### src/rtl/igmp_pkg.sv
package igmp_pkg;

    // field widths
    localparam int GROUP_W   = 32;
    localparam int IFACE_W   = 4;
    localparam int DELAY_W   = 6;
    localparam int FUNC_W    = 3;
    localparam int STATUS_W  = 3;
    localparam int CFG_IDX_W = 1;

    // multicast class prefix (top nibble of a group address)
    localparam logic [3:0] MCAST_PREFIX = 4'hE;

    // 224.0.0.1
    localparam logic [GROUP_W-1:0] ALL_HOSTS_RESET = 32'hE000_0001;

    typedef enum logic [FUNC_W-1:0] {
        FN_QUERY  = 3'd0,
        FN_REPORT = 3'd1,
        FN_JOIN   = 3'd2,
        FN_LEAVE  = 3'd3,
        FN_TICK   = 3'd4
    } func_t;

    typedef enum logic [STATUS_W-1:0] {
        STAT_OK         = 3'd0,
        STAT_LOOPBACK   = 3'd1,
        STAT_BAD_QUERY  = 3'd2,
        STAT_BAD_REPORT = 3'd3,
        STAT_OWN_REPORT = 3'd4,
        STAT_TABLE_FULL = 3'd5,
        STAT_NOT_FOUND  = 3'd6
    } status_t;

    typedef enum logic [CFG_IDX_W-1:0] {
        CFG_ALL_HOSTS = 1'b0,
        CFG_LOOPBACK  = 1'b1
    } cfg_index_t;

    typedef struct packed {
        logic [GROUP_W-1:0] all_hosts_group;
        logic [IFACE_W-1:0] loopback_iface;
    } cfg_t;

    // one membership table word
    typedef struct packed {
        logic [GROUP_W-1:0] group;
        logic [IFACE_W-1:0] iface;
        logic [DELAY_W-1:0] timer;
    } entry_t;

    typedef enum logic [2:0] {
        S_IDLE,
        S_CHECK,
        S_WALK,
        S_FINISH,
        S_EMIT
    } eng_state_t;

endpackage

### src/rtl/igmp_ifs.sv
interface igmp_item_if import igmp_pkg::*; ();
    logic               valid;
    logic               ready;
    logic [FUNC_W-1:0]  func;
    logic [IFACE_W-1:0] iface;
    logic [GROUP_W-1:0] group_addr;
    logic [GROUP_W-1:0] dst_addr;
    logic [DELAY_W-1:0] delay;

    modport source (output valid, func, iface, group_addr, dst_addr, delay, input ready);
    modport sink   (input valid, func, iface, group_addr, dst_addr, delay, output ready);
endinterface

interface igmp_result_if import igmp_pkg::*; ();
    logic                valid;
    logic                ready;
    logic                is_report;
    logic [GROUP_W-1:0]  report_group;
    logic [IFACE_W-1:0]  report_iface;
    logic [STATUS_W-1:0] status;
    logic                last;

    modport source (output valid, is_report, report_group, report_iface, status, last,
                    input ready);
    modport sink   (input valid, is_report, report_group, report_iface, status, last,
                    output ready);
endinterface

interface igmp_cfg_if import igmp_pkg::*; ();
    logic                 valid;
    logic                 ready;
    logic [CFG_IDX_W-1:0] index;
    logic [GROUP_W-1:0]   data;

    modport source (output valid, index, data, input ready);
    modport sink   (input valid, index, data, output ready);
endinterface

### src/rtl/igmp_ram.sv
module igmp_ram #(
    parameter int WIDTH = 8,
    parameter int DEPTH = 16,
    localparam int AW = (DEPTH > 1) ? $clog2(DEPTH) : 1
) (
    input  logic             clk,
    input  logic             we,
    input  logic [AW-1:0]    waddr,
    input  logic [WIDTH-1:0] wdata,
    input  logic [AW-1:0]    raddr,
    output logic [WIDTH-1:0] rdata
);

    logic [WIDTH-1:0] mem [DEPTH];
    logic [WIDTH-1:0] rdata_reg;

    // single write port, registered read port
    always_ff @(posedge clk)
    begin
        if (we)
        begin
            mem[waddr] <= wdata;
        end
        rdata_reg <= mem[raddr];
    end

    assign rdata = rdata_reg;

endmodule

### src/rtl/igmp_engine.sv
module igmp_engine import igmp_pkg::*; #(
    parameter int ENTRIES = 16
) (
    input  logic          clk,
    input  logic          rst_n,
    input  cfg_t          cfg_regs,
    igmp_item_if.sink     item,
    igmp_result_if.source result
);

    localparam int IDX_W = (ENTRIES > 1) ? $clog2(ENTRIES) : 1;
    localparam logic [IDX_W-1:0] LAST_IDX = IDX_W'(ENTRIES - 1);

    eng_state_t state_reg, state_next;

    // latched item
    logic [FUNC_W-1:0]  func_reg;
    logic [IFACE_W-1:0] iface_reg;
    logic [GROUP_W-1:0] group_reg;
    logic [GROUP_W-1:0] dst_reg;
    logic [DELAY_W-1:0] delay_reg;

    // walk bookkeeping
    logic [IDX_W-1:0]   idx_reg, idx_next;
    logic               found_reg, found_next;
    logic               free_found_reg, free_found_next;
    logic [IDX_W-1:0]   free_idx_reg, free_idx_next;
    logic               still_run_reg, still_run_next;

    // tick report held back one step so that the final one can carry last
    logic               pend_valid_reg, pend_valid_next;
    logic [GROUP_W-1:0] pend_group_reg, pend_group_next;
    logic [IFACE_W-1:0] pend_iface_reg, pend_iface_next;

    // table state outside the memory
    logic [ENTRIES-1:0] valid_reg, valid_next;
    logic               running_reg, running_next;

    // final beat of the item
    logic               res_report_reg, res_report_next;
    logic [GROUP_W-1:0] res_group_reg, res_group_next;
    logic [IFACE_W-1:0] res_iface_reg, res_iface_next;
    status_t            res_status_reg, res_status_next;

    // output register
    logic                out_valid_reg, out_valid_next;
    logic                out_report_reg, out_report_next;
    logic [GROUP_W-1:0]  out_group_reg, out_group_next;
    logic [IFACE_W-1:0]  out_iface_reg, out_iface_next;
    logic [STATUS_W-1:0] out_status_reg, out_status_next;
    logic                out_last_reg, out_last_next;

    // memory port
    logic             ram_we;
    logic [IDX_W-1:0] ram_waddr;
    entry_t           ram_wdata;
    logic [IDX_W-1:0] ram_raddr;
    entry_t           ram_rdata;

    entry_t             cur;
    logic               cur_valid;
    logic               cur_match;
    logic               out_free;
    logic [DELAY_W-1:0] dec_timer;

    igmp_ram #(
        .WIDTH ($bits(entry_t)),
        .DEPTH (ENTRIES)
    ) u_table (
        .clk   (clk),
        .we    (ram_we),
        .waddr (ram_waddr),
        .wdata (ram_wdata),
        .raddr (ram_raddr),
        .rdata (ram_rdata)
    );

    assign item.ready = (state_reg == S_IDLE);

    assign result.valid        = out_valid_reg;
    assign result.is_report    = out_report_reg;
    assign result.report_group = out_group_reg;
    assign result.report_iface = out_iface_reg;
    assign result.status       = out_status_reg;
    assign result.last         = out_last_reg;

    // entry under inspection during the walk
    assign cur       = ram_rdata;
    assign cur_valid = valid_reg[idx_reg];
    assign cur_match = cur_valid && (cur.group == group_reg) && (cur.iface == iface_reg);
    assign out_free  = !out_valid_reg || result.ready;
    assign dec_timer = cur.timer - DELAY_W'(1);

    // sequencer: check, walk the table, finish, emit
    always_comb
    begin
        state_next      = state_reg;
        idx_next        = idx_reg;
        found_next      = found_reg;
        free_found_next = free_found_reg;
        free_idx_next   = free_idx_reg;
        still_run_next  = still_run_reg;
        pend_valid_next = pend_valid_reg;
        pend_group_next = pend_group_reg;
        pend_iface_next = pend_iface_reg;
        valid_next      = valid_reg;
        running_next    = running_reg;
        res_report_next = res_report_reg;
        res_group_next  = res_group_reg;
        res_iface_next  = res_iface_reg;
        res_status_next = res_status_reg;
        out_valid_next  = out_valid_reg && !result.ready;
        out_report_next = out_report_reg;
        out_group_next  = out_group_reg;
        out_iface_next  = out_iface_reg;
        out_status_next = out_status_reg;
        out_last_next   = out_last_reg;
        ram_we          = 1'b0;
        ram_waddr       = idx_reg;
        ram_wdata       = cur;
        ram_raddr       = idx_reg;

        unique case (state_reg)
            S_IDLE:
            begin
                if (item.valid)
                begin
                    state_next = S_CHECK;
                end
            end

            S_CHECK:
            begin
                idx_next        = '0;
                found_next      = 1'b0;
                free_found_next = 1'b0;
                still_run_next  = 1'b0;
                pend_valid_next = 1'b0;
                res_report_next = 1'b0;
                res_group_next  = '0;
                res_iface_next  = '0;
                res_status_next = STAT_OK;
                ram_raddr       = '0;
                state_next      = S_EMIT;
                unique case (func_reg) inside
                    FN_QUERY:
                    begin
                        if (iface_reg == cfg_regs.loopback_iface)
                        begin
                            res_status_next = STAT_LOOPBACK;
                        end
                        else if (dst_reg != cfg_regs.all_hosts_group)
                        begin
                            res_status_next = STAT_BAD_QUERY;
                        end
                        else
                        begin
                            state_next = S_WALK;
                        end
                    end
                    FN_REPORT:
                    begin
                        if (iface_reg == cfg_regs.loopback_iface)
                        begin
                            res_status_next = STAT_LOOPBACK;
                        end
                        else if ((group_reg[GROUP_W-1 -: 4] != MCAST_PREFIX) ||
                                 (group_reg != dst_reg))
                        begin
                            res_status_next = STAT_BAD_REPORT;
                        end
                        else
                        begin
                            state_next = S_WALK;
                        end
                    end
                    FN_JOIN, FN_LEAVE:
                    begin
                        state_next = S_WALK;
                    end
                    FN_TICK:
                    begin
                        if (running_reg)
                        begin
                            state_next = S_WALK;
                        end
                    end
                    default:
                    begin
                        state_next = S_EMIT;
                    end
                endcase
            end

            S_WALK:
            begin
                ram_raddr = (idx_reg == LAST_IDX) ? idx_reg : IDX_W'(idx_reg + 1'b1);
                unique case (func_reg)
                    FN_QUERY:
                    begin
                        // start idle timers on the arrival interface
                        if (cur_valid && (cur.iface == iface_reg) && (cur.timer == '0) &&
                            (cur.group != cfg_regs.all_hosts_group))
                        begin
                            ram_we          = 1'b1;
                            ram_wdata.timer = delay_reg;
                            running_next    = 1'b1;
                        end
                    end
                    FN_REPORT:
                    begin
                        // someone else reported: stop our timer
                        if (cur_match && !found_reg)
                        begin
                            found_next      = 1'b1;
                            ram_we          = 1'b1;
                            ram_wdata.timer = '0;
                        end
                    end
                    FN_JOIN:
                    begin
                        if (cur_match)
                        begin
                            found_next = 1'b1;
                        end
                        if (!cur_valid && !free_found_reg)
                        begin
                            free_found_next = 1'b1;
                            free_idx_next   = idx_reg;
                        end
                    end
                    FN_LEAVE:
                    begin
                        if (cur_match && !found_reg)
                        begin
                            found_next          = 1'b1;
                            valid_next[idx_reg] = 1'b0;
                        end
                    end
                    FN_TICK:
                    begin
                        if (cur_valid && (cur.timer != '0))
                        begin
                            if (dec_timer != '0)
                            begin
                                ram_we          = 1'b1;
                                ram_wdata.timer = dec_timer;
                                still_run_next  = 1'b1;
                            end
                            else if (pend_valid_reg && !out_free)
                            begin
                                // output busy: hold this entry and read it again
                                ram_raddr = idx_reg;
                            end
                            else
                            begin
                                if (pend_valid_reg)
                                begin
                                    out_valid_next  = 1'b1;
                                    out_report_next = 1'b1;
                                    out_group_next  = pend_group_reg;
                                    out_iface_next  = pend_iface_reg;
                                    out_status_next = STAT_OK;
                                    out_last_next   = 1'b0;
                                end
                                pend_valid_next = 1'b1;
                                pend_group_next = cur.group;
                                pend_iface_next = cur.iface;
                                ram_we          = 1'b1;
                                ram_wdata.timer = '0;
                            end
                        end
                    end
                    default:
                    begin
                    end
                endcase

                // advance, or finish at the last entry, unless a tick beat is held back
                if (ram_raddr != idx_reg)
                begin
                    idx_next = IDX_W'(idx_reg + 1'b1);
                end
                else if ((idx_reg == LAST_IDX) &&
                         !((func_reg == FN_TICK) && cur_valid && (cur.timer != '0) &&
                           (dec_timer == '0) && pend_valid_reg && !out_free))
                begin
                    state_next = S_FINISH;
                end
            end

            S_FINISH:
            begin
                state_next = S_EMIT;
                unique case (func_reg)
                    FN_REPORT:
                    begin
                        res_status_next = found_reg ? STAT_OWN_REPORT : STAT_OK;
                    end
                    FN_JOIN:
                    begin
                        if (found_reg)
                        begin
                            res_status_next = STAT_OK;
                        end
                        else if (!free_found_reg)
                        begin
                            res_status_next = STAT_TABLE_FULL;
                        end
                        else
                        begin
                            // record the membership in the first free slot
                            ram_we                   = 1'b1;
                            ram_waddr                = free_idx_reg;
                            ram_wdata.group          = group_reg;
                            ram_wdata.iface          = iface_reg;
                            ram_wdata.timer          = '0;
                            valid_next[free_idx_reg] = 1'b1;
                            if (iface_reg == cfg_regs.loopback_iface)
                            begin
                                res_status_next = STAT_LOOPBACK;
                            end
                            else if (group_reg != cfg_regs.all_hosts_group)
                            begin
                                ram_wdata.timer = delay_reg;
                                running_next    = 1'b1;
                                res_report_next = 1'b1;
                                res_group_next  = group_reg;
                                res_iface_next  = iface_reg;
                            end
                        end
                    end
                    FN_LEAVE:
                    begin
                        res_status_next = found_reg ? STAT_OK : STAT_NOT_FOUND;
                    end
                    FN_TICK:
                    begin
                        running_next = still_run_reg;
                        if (pend_valid_reg)
                        begin
                            res_report_next = 1'b1;
                            res_group_next  = pend_group_reg;
                            res_iface_next  = pend_iface_reg;
                        end
                    end
                    default:
                    begin
                    end
                endcase
            end

            S_EMIT:
            begin
                if (out_free)
                begin
                    out_valid_next  = 1'b1;
                    out_report_next = res_report_reg;
                    out_group_next  = res_group_reg;
                    out_iface_next  = res_iface_reg;
                    out_status_next = res_status_reg;
                    out_last_next   = 1'b1;
                    state_next      = S_IDLE;
                end
            end

            default:
            begin
                state_next = S_IDLE;
            end
        endcase
    end

    // control state
    always_ff @(posedge clk or negedge rst_n)
    begin
        if (!rst_n)
        begin
            state_reg      <= S_IDLE;
            valid_reg      <= '0;
            running_reg    <= 1'b0;
            out_valid_reg  <= 1'b0;
            pend_valid_reg <= 1'b0;
            found_reg      <= 1'b0;
            free_found_reg <= 1'b0;
            still_run_reg  <= 1'b0;
            idx_reg        <= '0;
        end
        else
        begin
            state_reg      <= state_next;
            valid_reg      <= valid_next;
            running_reg    <= running_next;
            out_valid_reg  <= out_valid_next;
            pend_valid_reg <= pend_valid_next;
            found_reg      <= found_next;
            free_found_reg <= free_found_next;
            still_run_reg  <= still_run_next;
            idx_reg        <= idx_next;
        end
    end

    // payload
    always_ff @(posedge clk)
    begin
        if (item.valid && item.ready)
        begin
            func_reg  <= item.func;
            iface_reg <= item.iface;
            group_reg <= item.group_addr;
            dst_reg   <= item.dst_addr;
            delay_reg <= (item.delay == '0) ? DELAY_W'(1) : item.delay;
        end
        free_idx_reg   <= free_idx_next;
        pend_group_reg <= pend_group_next;
        pend_iface_reg <= pend_iface_next;
        res_report_reg <= res_report_next;
        res_group_reg  <= res_group_next;
        res_iface_reg  <= res_iface_next;
        res_status_reg <= res_status_next;
        out_report_reg <= out_report_next;
        out_group_reg  <= out_group_next;
        out_iface_reg  <= out_iface_next;
        out_status_reg <= out_status_next;
        out_last_reg   <= out_last_next;
    end

endmodule

### src/rtl/igmp_membership_report_timers.sv
// IGMPv1 host membership report timers. Memberships (group, interface, report
// timer) live in a single-port-write, registered-read table memory; per-entry
// valid bits and the timers-running flag sit in flip-flops, so the table is
// usable right after reset with no clearing pass. One item is handled at a
// time. Queries, received reports, joins, leaves and ticks with timers running
// walk the table one entry per cycle through the memory read port; a tick that
// expires several timers stalls the walk whenever the result register is still
// full. Items settled by the header checks alone (loopback, bad query, bad
// report, tick with no timer running, unknown function) skip the walk and go
// straight to the result stage. Configuration writes are taken every cycle.
module igmp_membership_report_timers import igmp_pkg::*; #(
    parameter int ENTRIES = 16
) (
    input  logic          clk,
    input  logic          rst_n,
    igmp_cfg_if.sink      cfg,
    igmp_item_if.sink     item,
    igmp_result_if.source result
);

    logic [GROUP_W-1:0] all_hosts_reg;
    logic [IFACE_W-1:0] loopback_reg;
    cfg_t               cfg_regs;

    assign cfg.ready = 1'b1;

    // configuration registers
    always_ff @(posedge clk or negedge rst_n)
    begin
        if (!rst_n)
        begin
            all_hosts_reg <= ALL_HOSTS_RESET;
            loopback_reg  <= '0;
        end
        else if (cfg.valid && cfg.ready)
        begin
            unique case (cfg.index)
                CFG_ALL_HOSTS: all_hosts_reg <= cfg.data;
                CFG_LOOPBACK:  loopback_reg  <= cfg.data[IFACE_W-1:0];
                default:
                begin
                end
            endcase
        end
    end

    assign cfg_regs.all_hosts_group = all_hosts_reg;
    assign cfg_regs.loopback_iface  = loopback_reg;

    igmp_engine #(
        .ENTRIES (ENTRIES)
    ) u_engine (
        .clk      (clk),
        .rst_n    (rst_n),
        .cfg_regs (cfg_regs),
        .item     (item),
        .result   (result)
    );

endmodule

### src/flat_wrapper.sv
// flat-port wrapper written by rule: the top's interface ports become plain ports
module igmp_membership_report_timers_flat import igmp_pkg::*;
#(
    parameter int ENTRIES = 16
)
  (clk, rst_n, cfg_valid, cfg_index, cfg_data, cfg_ready, item_valid, item_func, item_iface, item_group_addr, item_dst_addr, item_delay, item_ready, result_valid, result_is_report, result_report_group, result_report_iface, result_status, result_last, result_ready);
  igmp_cfg_if cfg_i ();
  igmp_item_if item_i ();
  igmp_result_if result_i ();
  input  logic clk;
  input  logic rst_n;
  input wire logic [$bits(cfg_i.valid)-1:0] cfg_valid;
  input wire logic [$bits(cfg_i.index)-1:0] cfg_index;
  input wire logic [$bits(cfg_i.data)-1:0] cfg_data;
  output wire logic [$bits(cfg_i.ready)-1:0] cfg_ready;
  input wire logic [$bits(item_i.valid)-1:0] item_valid;
  input wire logic [$bits(item_i.func)-1:0] item_func;
  input wire logic [$bits(item_i.iface)-1:0] item_iface;
  input wire logic [$bits(item_i.group_addr)-1:0] item_group_addr;
  input wire logic [$bits(item_i.dst_addr)-1:0] item_dst_addr;
  input wire logic [$bits(item_i.delay)-1:0] item_delay;
  output wire logic [$bits(item_i.ready)-1:0] item_ready;
  output wire logic [$bits(result_i.valid)-1:0] result_valid;
  output wire logic [$bits(result_i.is_report)-1:0] result_is_report;
  output wire logic [$bits(result_i.report_group)-1:0] result_report_group;
  output wire logic [$bits(result_i.report_iface)-1:0] result_report_iface;
  output wire logic [$bits(result_i.status)-1:0] result_status;
  output wire logic [$bits(result_i.last)-1:0] result_last;
  input wire logic [$bits(result_i.ready)-1:0] result_ready;
  assign cfg_i.valid = cfg_valid;
  assign cfg_i.index = cfg_index;
  assign cfg_i.data = cfg_data;
  assign cfg_ready = cfg_i.ready;
  assign item_i.valid = item_valid;
  assign item_i.func = item_func;
  assign item_i.iface = item_iface;
  assign item_i.group_addr = item_group_addr;
  assign item_i.dst_addr = item_dst_addr;
  assign item_i.delay = item_delay;
  assign item_ready = item_i.ready;
  assign result_valid = result_i.valid;
  assign result_is_report = result_i.is_report;
  assign result_report_group = result_i.report_group;
  assign result_report_iface = result_i.report_iface;
  assign result_status = result_i.status;
  assign result_last = result_i.last;
  assign result_i.ready = result_ready;
  igmp_membership_report_timers #(.ENTRIES(ENTRIES)) u_core (.clk(clk), .rst_n(rst_n), .cfg(cfg_i), .item(item_i), .result(result_i));
endmodule
### config.mk
export PLATFORM = sky130hd
export DESIGN_NAME = igmp_membership_report_timers_flat
export DESIGN_NICKNAME = d
export VERILOG_FILES = /design/src/rtl/igmp_pkg.sv /design/src/rtl/igmp_ifs.sv /design/src/rtl/igmp_ram.sv /design/src/rtl/igmp_engine.sv /design/src/rtl/igmp_membership_report_timers.sv /design/src/flat_wrapper.sv
export SDC_FILE = /design/constraint.sdc
export NUM_CORES = 1
export LEC_CHECK = 0
export ABC_AREA = 1
export BUFFER_PORTS_ARGS = -buffer_cell sky130_fd_sc_hd__clkbuf_2
export CAP_MARGIN = 20
export CORE_MARGIN = 3
export CORE_UTILIZATION = 40
export DETAILED_ROUTE_END_ITERATION = 10
export SLEW_MARGIN = 40
export SYNTH_ARGS = -nofsm -noshare
export SYNTH_HDL_FRONTEND = slang
export SYNTH_HIERARCHICAL = 1
export SYNTH_SLANG_ARGS = --single-unit
### constraint.sdc
create_clock -name clk -period 7.4 [get_ports clk]
set_clock_uncertainty 0.2 [all_clocks]
set_input_delay 0.74 -clock clk [delete_from_list [all_inputs] [get_ports clk]]
set_output_delay 0.74 -clock clk [all_outputs]
set_load 0.05 [all_outputs]
==> impl_metrics.env, run 1 <==
export IMPL_cts_tree="yes"
export IMPL_worstPathRequired_ns=7.67
export IMPL_synth_compound_area_share_pct=2.797
export IMPL_clkSlewWorstSetupHoldPaths_ns=0.06
export IMPL_synth_xor_area_share_pct=1.707
export IMPL_grt_pass1_vias=29060
export IMPL_worst_ep_arrival_time_ns=5.47
export IMPL_synth_distinct_cells=47
export IMPL_placed_cell_area_um2=46350
export IMPL_regToRegStartpoint="u_core/u_engine/func_reg[0]$_DFFE_PP_"
export IMPL_synth_top_family_by_area="simple AND/OR/NAND/NOR gates"
export IMPL_numClockSinks=977
export IMPL_antenna_found_initial=3
export IMPL_diodes=0
export IMPL_outcome="finished, final reports clean"
export IMPL_post_route_period_util_pct=70.32
export IMPL_io_buffers=157
export IMPL_grt_pass1_wl_um=180700
export IMPL_grt_overflow=0
export IMPL_setup_tns_ns=0
export IMPL_cp_start_kind="flip-flop"
export IMPL_power_frac_clock_pct=28.6
export IMPL_wl_per_cell_um=19.79
export IMPL_yosys_top_cells_count="nand2_1 (1,431), edfxtp_1 (870), inv_1 (639)"
export IMPL_grt_max_degree=159
export IMPL_clk_latency_ns=0.68
export IMPL_core_area_um2=107700
export IMPL_vias_per_cell=5.044
export IMPL_syn_nets=4517
export IMPL_cts_buffers_inserted=103
export IMPL_tightest_slew_ns=0.8904
export IMPL_power_density_nw_per_um2=351.6
export IMPL_synth_seq_cells=977
export IMPL_rows=120
export IMPL_crit_start="u_core/u_engine/func_reg[0]$_DFFE_PP_"
export IMPL_hp_class="in2reg"
export IMPL_max_cap_violations=0
export IMPL_die_height_um=336.2
export IMPL_synth_mux_area_share_pct=0.1033
export IMPL_synthSimpleGateAreaFrac_pct=21.73
export IMPL_setup_viol=0
export IMPL_end_kind="flip-flop"
export IMPL_routabilityCongestion=0.9212
export IMPL_seqPwrFrac_pct=44.2
export IMPL_start_util_pct=40.51
export IMPL_hold_viol_final=0
export IMPL_critical_path_max_fanout=117
export IMPL_rsz0062_at_grt="no"
export IMPL_h_tree_depth=3
export IMPL_ys_seq_area_share_pct=65.57
export IMPL_num_vias=30490
export IMPL_slew_viol_final=0
export IMPL_route_detailed_drc=0
export IMPL_synth_edff_count=870
export IMPL_synth_area_per_cell_um2=9.924
export IMPL_synth_area_leaders="edfxtp_1 (60%), nand2_1 (12%), nand3_1 (6.7%)"
export IMPL_cts_resized_gates=0
export IMPL_die_area_um2=113000
export IMPL_yosysTopAreaCellShare_pct=59.90
export IMPL_synthFlopType="edfxtp_1"
export IMPL_area_growth_pct=13.85
export IMPL_irDropWorstVdd_mv=0.2749
export IMPL_synthArstFlopShare_pct=6.653
export IMPL_min_from="item_group_addr[31]"
export IMPL_internal_power_mw=11.30
export IMPL_swShare_pct=35.26
export IMPL_yosys_area_top_type="edfxtp_1"
export IMPL_wl_um=119600
export IMPL_layout_drive_gt1_share_pct=11.46
export IMPL_p_sw_mw=6.156
export IMPL_cts_max_path_buffers=3
export IMPL_period_needed_ns=5.204
export IMPL_drt_iter0_markers=2864
export IMPL_first_pass_iters=5
export IMPL_synthCells=4395
export IMPL_max_freq_ghz=0.1922
export IMPL_yosysWarnings=6
export IMPL_largest_reg_flops=672
export IMPL_num_nets_final=4677
export IMPL_grtUsageTotal_pct=21.03
export IMPL_yosysMostFrequentCell="nand2_1"
export IMPL_crit_type="reg2reg"
export IMPL_slew_headroom_pct=40.64
export IMPL_stdcell_area_um2=49660
export IMPL_cellLeakagePower_nw=20.98
export IMPL_antenna_left=0
export IMPL_io_pins=159
export IMPL_dp_final_hpwl_um=73390
export IMPL_power_mw=17.46
export IMPL_cts_root_buffer="clkbuf_16"
export IMPL_synthAdderAreaFrac_pct=0.2008
export IMPL_syn_cell_area_um2=43620
export IMPL_combPwrFrac_pct=27.2
export IMPL_die_width_um=336.2
==> final cells by class <==
type                            instances  area [µm²]
Fill cell                            9946       58000
Sequential cell                       977       28600
Multi-Input combinational cell       2549       11790
Clock buffer                          131        2786
Inverter                              678        2579
Tap cell                             1403        1755
Timing Repair Buffer                  246        1675
Clock inverter                         61       476.7
==> worst paths after layout <==
check                                                              end  slack (ns)  depth (start not counted)
setup / recovery              u_core/u_engine/u_table/rdata[6]$_DFF_P_        2.20                         16
hold / removal                 u_core/u_engine/group_reg[31]$_DFFE_PP_        0.04                          1
setup reg to reg              u_core/u_engine/u_table/rdata[6]$_DFF_P_        2.20                         16
hold reg to reg            u_core/u_engine/pend_iface_reg[0]$_DFFE_PP_        0.27                          0
max in group asynchronous          u_core/all_hosts_reg[4]$_DFFE_PN0P_        5.68                          3
min in group asynchronous     u_core/u_engine/valid_reg[3]$_DFFE_PN0P_        0.29                          2
==> metal layers <==
| layer | part of all wire (%) | routed length [µm] | up-vias | global-route usage (%) |
|---|---|---|---|---|
| met5 | 0 | 0 | - | 0 |
| met4 | 2.7 | 3246 | 0 | 6.549 |
| met3 | 8.3 | 9947 | 181 | 3.464 |
| met2 | 44 | 52370 | 1190 | 32.15 |
| met1 | 45 | 54040 | 14520 | 30.70 |
| li1 | - | - | 14600 | - |
==> cell families after synthesis <==
logic type / after synthesis
AND/OR/NAND/NOR: 2234
buffers and inverters: 869
flip-flops: 977
multiplexers: 4
AO/OA/AOI/OAI: 218
XOR/XNOR: 85
adder cells (fa/ha/maj): 7
other: 1
==> worst max-delay path: stages, from the launching register on <==
cell and delay (ns):
edfxtp_1 0.45, nor2_1 0.13, nand2_2 0.06, buf_4 0.52
clkinv_1 0.55, nand2_4 0.27, o21ai_4 0.08, nand2_4 0.16
nand3_2 0.12, o21ai_4 0.09, buf_12 0.40, clkinv_8 0.60
buf_4 0.56, nand3_1 0.20, nand3_1 0.10, nand3_1 0.11
nand2_1 0.21
==> per-stage QoR <==
stage	hold slack [ns]	worst slack [ns]	std cells	utilization, %
CTS	0.0006800	2.226	6044	46.10
global route	0.01758	1.788	6045	46.13
global placement	0.2639	2.063	5838	42.80
floorplan	0.2444	2.064	4395	-
finish	0.04429	2.196	6045	46.13
detailed placement	0.2594	2.262	5850	43.05
==> power by group through the flow <==
stage	Combinational (mW)	Clock [mW]	Sequential, mW
after global routing	5.29	5.34	7.75
after CTS	4.73	5.12	7.70
final	4.75	5.00	7.71
after floorplan	3.02	0	7.75
after global placement	4.66	0	7.81
after detailed placement	4.71	0	7.80
==> layout by cell type, fill, tap and decap left out, types with 5 or more instances in the layout <==
cell type and n:
dfrtp_1 61, buf_8 7, nor2_1 106, o21ai_4 5, xor2_1 16, clkbuf_2 156
a21oi_1 55, or2_2 6, nand2_4 6, clkinvlp_4 7, clkinv_1 22, xnor2_1 69
o22ai_1 13, nand3_1 588, o21ai_1 8, clkbuf_16 106, inv_1 637, clkinv_2 22
clkbuf_1 21, nand2_1 1427, nand4_1 32, dfxtp_1 42, buf_16 5, edfxtp_1 870
buf_4 69, bufinv_16 6, nand2_2 22, o21ai_0 108, ha_1 7, o21ai_2 16
inv_2 36, nor2_4 22
==> what timing repair did <==
item | in CTS | in global routing
hold endpoints to repair | 21 | 0
buffers inserted | 0 | 0
hold buffers | 2 | 0
Note: power is estimated with default switching activity, not from simulation.
==> run 2: changes to the inputs <==
Settings changed: ABC_AREA 1 to 0.
Clock period 7.4 ns to 5.43 ns, I/O delays scaled along.
==> run 2 against run 1 <==
Hold slack worse by 0.011 ns. Critical path depth is 4 lower. Combinational power is 25% higher. Via count is 31% lower. Die area is 10% lower. Routed wire length is 14% lower. Non-clock buffer count is 99 higher. Critical path type unchanged.
==> impl_metrics.env, run 2 <==
export IMPL_synth_area_per_cell_um2=18.66
export IMPL_clk_latency_ns=0.65
export IMPL_power_mw=23.39
export IMPL_combPwrFrac_pct=25.4
export IMPL_io_buffers=157
export IMPL_end_kind="flip-flop"
export IMPL_fin_ws_ns=0.5063
export IMPL_io_pins=159
export IMPL_largest_reg_flops=672
export IMPL_utilization_pct=48.50
export IMPL_met1Wirelength_um=42340
export IMPL_outcome="finished, final reports clean"
export IMPL_first_pass_iters=6
export IMPL_irDropWorstVdd_mv=0.2766
export IMPL_h_tree_depth=3
export IMPL_num_vias=21180
export IMPL_synthSimpleGateAreaFrac_pct=4.209
export IMPL_p_sw_mw=6.979
export IMPL_placed_cell_area_um2=42060
export IMPL_slew_viol_final=0
export IMPL_pre_cts_ws_ns=0.5415
export IMPL_seqPwrFrac_pct=44.8
export IMPL_die_height_um=318.5
export IMPL_numClockSinks=977
export IMPL_rsz0062_at_grt="no"
export IMPL_route_detailed_drc=0
export IMPL_final_common_cell="edfxtp_1"
export IMPL_critical_path_max_fanout=24
export IMPL_cp_cell_sequence="and2b_1 -> a211oi_1 -> or4_4 -> a21oi_1 -> a31oi_1 -> nand2_1 -> mux2i_4 -> buf_12 -> buf_4 -> mux4_2 -> a22oi_1 -> nand2_1"
export IMPL_crit_family="simple AND/OR/NAND/NOR gates"
export IMPL_antenna_left=0
export IMPL_yosysMostFrequentCell="edfxtp_1"
export IMPL_hp_class="in2reg"
export IMPL_setup_tns_ns=0
export IMPL_worst_ep_arrival_time_ns=5.26
export IMPL_dp_cells=3493
export IMPL_synth_compound_area_share_pct=3.629
export IMPL_cts_tree="yes"
export IMPL_stdcell_area_um2=46490
export IMPL_synth_area_leaders="edfxtp_1 (67%), mux4_2 (9.7%), dfrtp_1 (3.9%)"
export IMPL_yosysWarnings=6
export IMPL_cp_slowest_cell="dfrtp_1"
export IMPL_wl_um=103200
export IMPL_vias_per_cell=5.601
export IMPL_setup_viol=0
export IMPL_post_route_period_util_pct=90.68
export IMPL_clkSlewWorstSetupHoldPaths_ns=0.06
export IMPL_syn_cell_area_um2=39060
export IMPL_wl_per_cell_um=27.29
export IMPL_start_util_pct=40.75
export IMPL_routabilityCongestion=0.9270
export IMPL_synthCells=2093
export IMPL_tightest_slew_ns=0.8541
export IMPL_stdcell_count=3782
export IMPL_grt_pass1_wl_um=151000
export IMPL_cts_root_buffer="clkbuf_16"
export IMPL_layout_drive_gt1_share_pct=28.37
export IMPL_period_needed_ns=4.924
export IMPL_cellLeakagePower_nw=15.38
export IMPL_grt_pass1_vias=21650
export IMPL_hold_viol_final=0
export IMPL_synth_xor_area_share_pct=3.745
export IMPL_dp_final_hpwl_um=61400
export IMPL_rows=113
export IMPL_cpMostUsedCell="nand2_1"
export IMPL_yosys_area_top_type="edfxtp_1"
export IMPL_layout_common_cells="edfxtp_1 (870), mux4_2 (168), clkbuf_2 (156)"
export IMPL_num_nets_final=2557
export IMPL_crit_buf_inv=2
export IMPL_synth_seq_cells=977
export IMPL_cts_max_path_buffers=3
export IMPL_max_freq_ghz=0.2031
export IMPL_grtUsageTotal_pct=20.23
export IMPL_grt_max_degree=66
export IMPL_power_density_nw_per_um2=503.1
export IMPL_worstPathRequired_ns=5.77
export IMPL_cts_buffers_inserted=97
export IMPL_swShare_pct=29.84
export IMPL_yosys_top_cells_count="edfxtp_1 (870), mux4_2 (168), nand2_1 (156)"
export IMPL_synth_mux_area_share_pct=13.35
export IMPL_wl_met3_um=7209
export IMPL_die_area_um2=101400
export IMPL_synth_top_family_by_area="multiplexers"
export IMPL_crit_type="reg2reg"
export IMPL_top_layer_used="met4"
export IMPL_area_growth_pct=19.03
export IMPL_synth_edff_count=870
export IMPL_diodes=0
export IMPL_synth_distinct_cells=68
export IMPL_wl_met2_um=50620
export IMPL_cp_start_kind="flip-flop"
export IMPL_synthFlopType="edfxtp_1"
export IMPL_yosysTopAreaCellShare_pct=66.88
export IMPL_core_area_um2=95860
export IMPL_die_width_um=318.5
export IMPL_power_frac_clock_pct=29.8
export IMPL_syn_nets=2215
export IMPL_drt_iter0_markers=2062
export IMPL_internal_power_mw=16.41
export IMPL_cpPeakStageDelay_ns=0.62
export IMPL_synthArstFlopShare_pct=6.653
export IMPL_fin_hold_ws_ns=0.03320
export IMPL_synthAdderAreaFrac_pct=0.2242
export IMPL_antenna_found_initial=1
export IMPL_grt_overflow=0
export IMPL_max_cap_violations=0
export IMPL_ys_seq_area_share_pct=73.21
export IMPL_slew_headroom_pct=42.53
-- run 2: cell count changes after synthesis, sizes merged, moves of 107 or more --
cell	change
inv	-665
nand2	-1299
nand3	-575
mux2	+107
mux4	+168
o21ai	-125
-- run 2: worst paths after layout --
path | start | endpoint | slack, ns | cells past startpoint
max in group asynchronous | rst_n | u_core/all_hosts_reg[23]$_DFFE_PN0P_ | 4.21 | 3
setup reg to reg | u_core/u_engine/idx_reg[2]$_DFFE_PN0P_ | u_core/u_engine/u_table/rdata[31]$_DFF_P_ | 0.51 | 12
hold reg to reg | u_core/u_engine/valid_reg[15]$_DFFE_PN0P_ | u_core/u_engine/valid_reg[15]$_DFFE_PN0P_ | 0.30 | 1
min in group asynchronous | rst_n | u_core/u_engine/result.valid$_DFF_PN0_ | 0.33 | 3
hold / removal | item_delay[0] | u_core/u_engine/delay_reg[0]$_SDFFCE_PN1P_ | 0.03 | 2
setup / recovery | u_core/u_engine/idx_reg[2]$_DFFE_PN0P_ | u_core/u_engine/u_table/rdata[31]$_DFF_P_ | 0.51 | 12
-- run 2: what timing repair did --
| item | 4_1_cts | 5_1_grt |
|---|---|---|
| resized for setup | 0 | 0 |
| hold endpoints to repair | 171 | 0 |
| hold buffers | 108 | 0 |
| setup buffers | 0 | 0 |
-- run 2: power groups by stage --
stage	Clock (mW)	Combinational, mW	Sequential [mW]
finish	6.97	5.93	10.5
global placement	0	5.73	10.6
global route	7.45	6.40	10.5
CTS	7.12	5.99	10.5
floorplan	0	4.07	10.4
detailed placement	0	5.91	10.6
-- run 2: cell families after synthesis --
kind of cell               after synthesis
muxes                                  286
buffers and inverters                  113
and+or+nand+nor                        339
other                                    1
xor gates and xnor gates               167
DFF                                    977
AOI/OAI and AO/OA                      203
adders and majority gates                7
-- run 2: worst register-to-register path: stages, from the launching register on --
cell	delay (ns)
dfrtp_1	0.62
and2b_1	0.33
a211oi_1	0.06
or4_4	0.62
a21oi_1	0.51
a31oi_1	0.27
nand2_1	0.33
mux2i_4	0.37
buf_12	0.23
buf_4	0.42
mux4_2	0.57
a22oi_1	0.21
nand2_1	0.07
-- run 2: area by class of cell --
class	count	area, µm²
flip-flops and latches	977	28600
fillers	7786	49370
multi-input cells	1003	10110
clock buffers	124	2683
inverters	11	41.29
clock inverters	57	666.9
repair buffers	345	2811
well taps	1265	1583
-- run 2: routing by layer --
layer  up-vias  global-route usage (%)
li1       9026                       -
met1     11120                   27.43
met2       895                   33.31
met3       147                   3.375
met4         0                   6.879
met5         -                       0
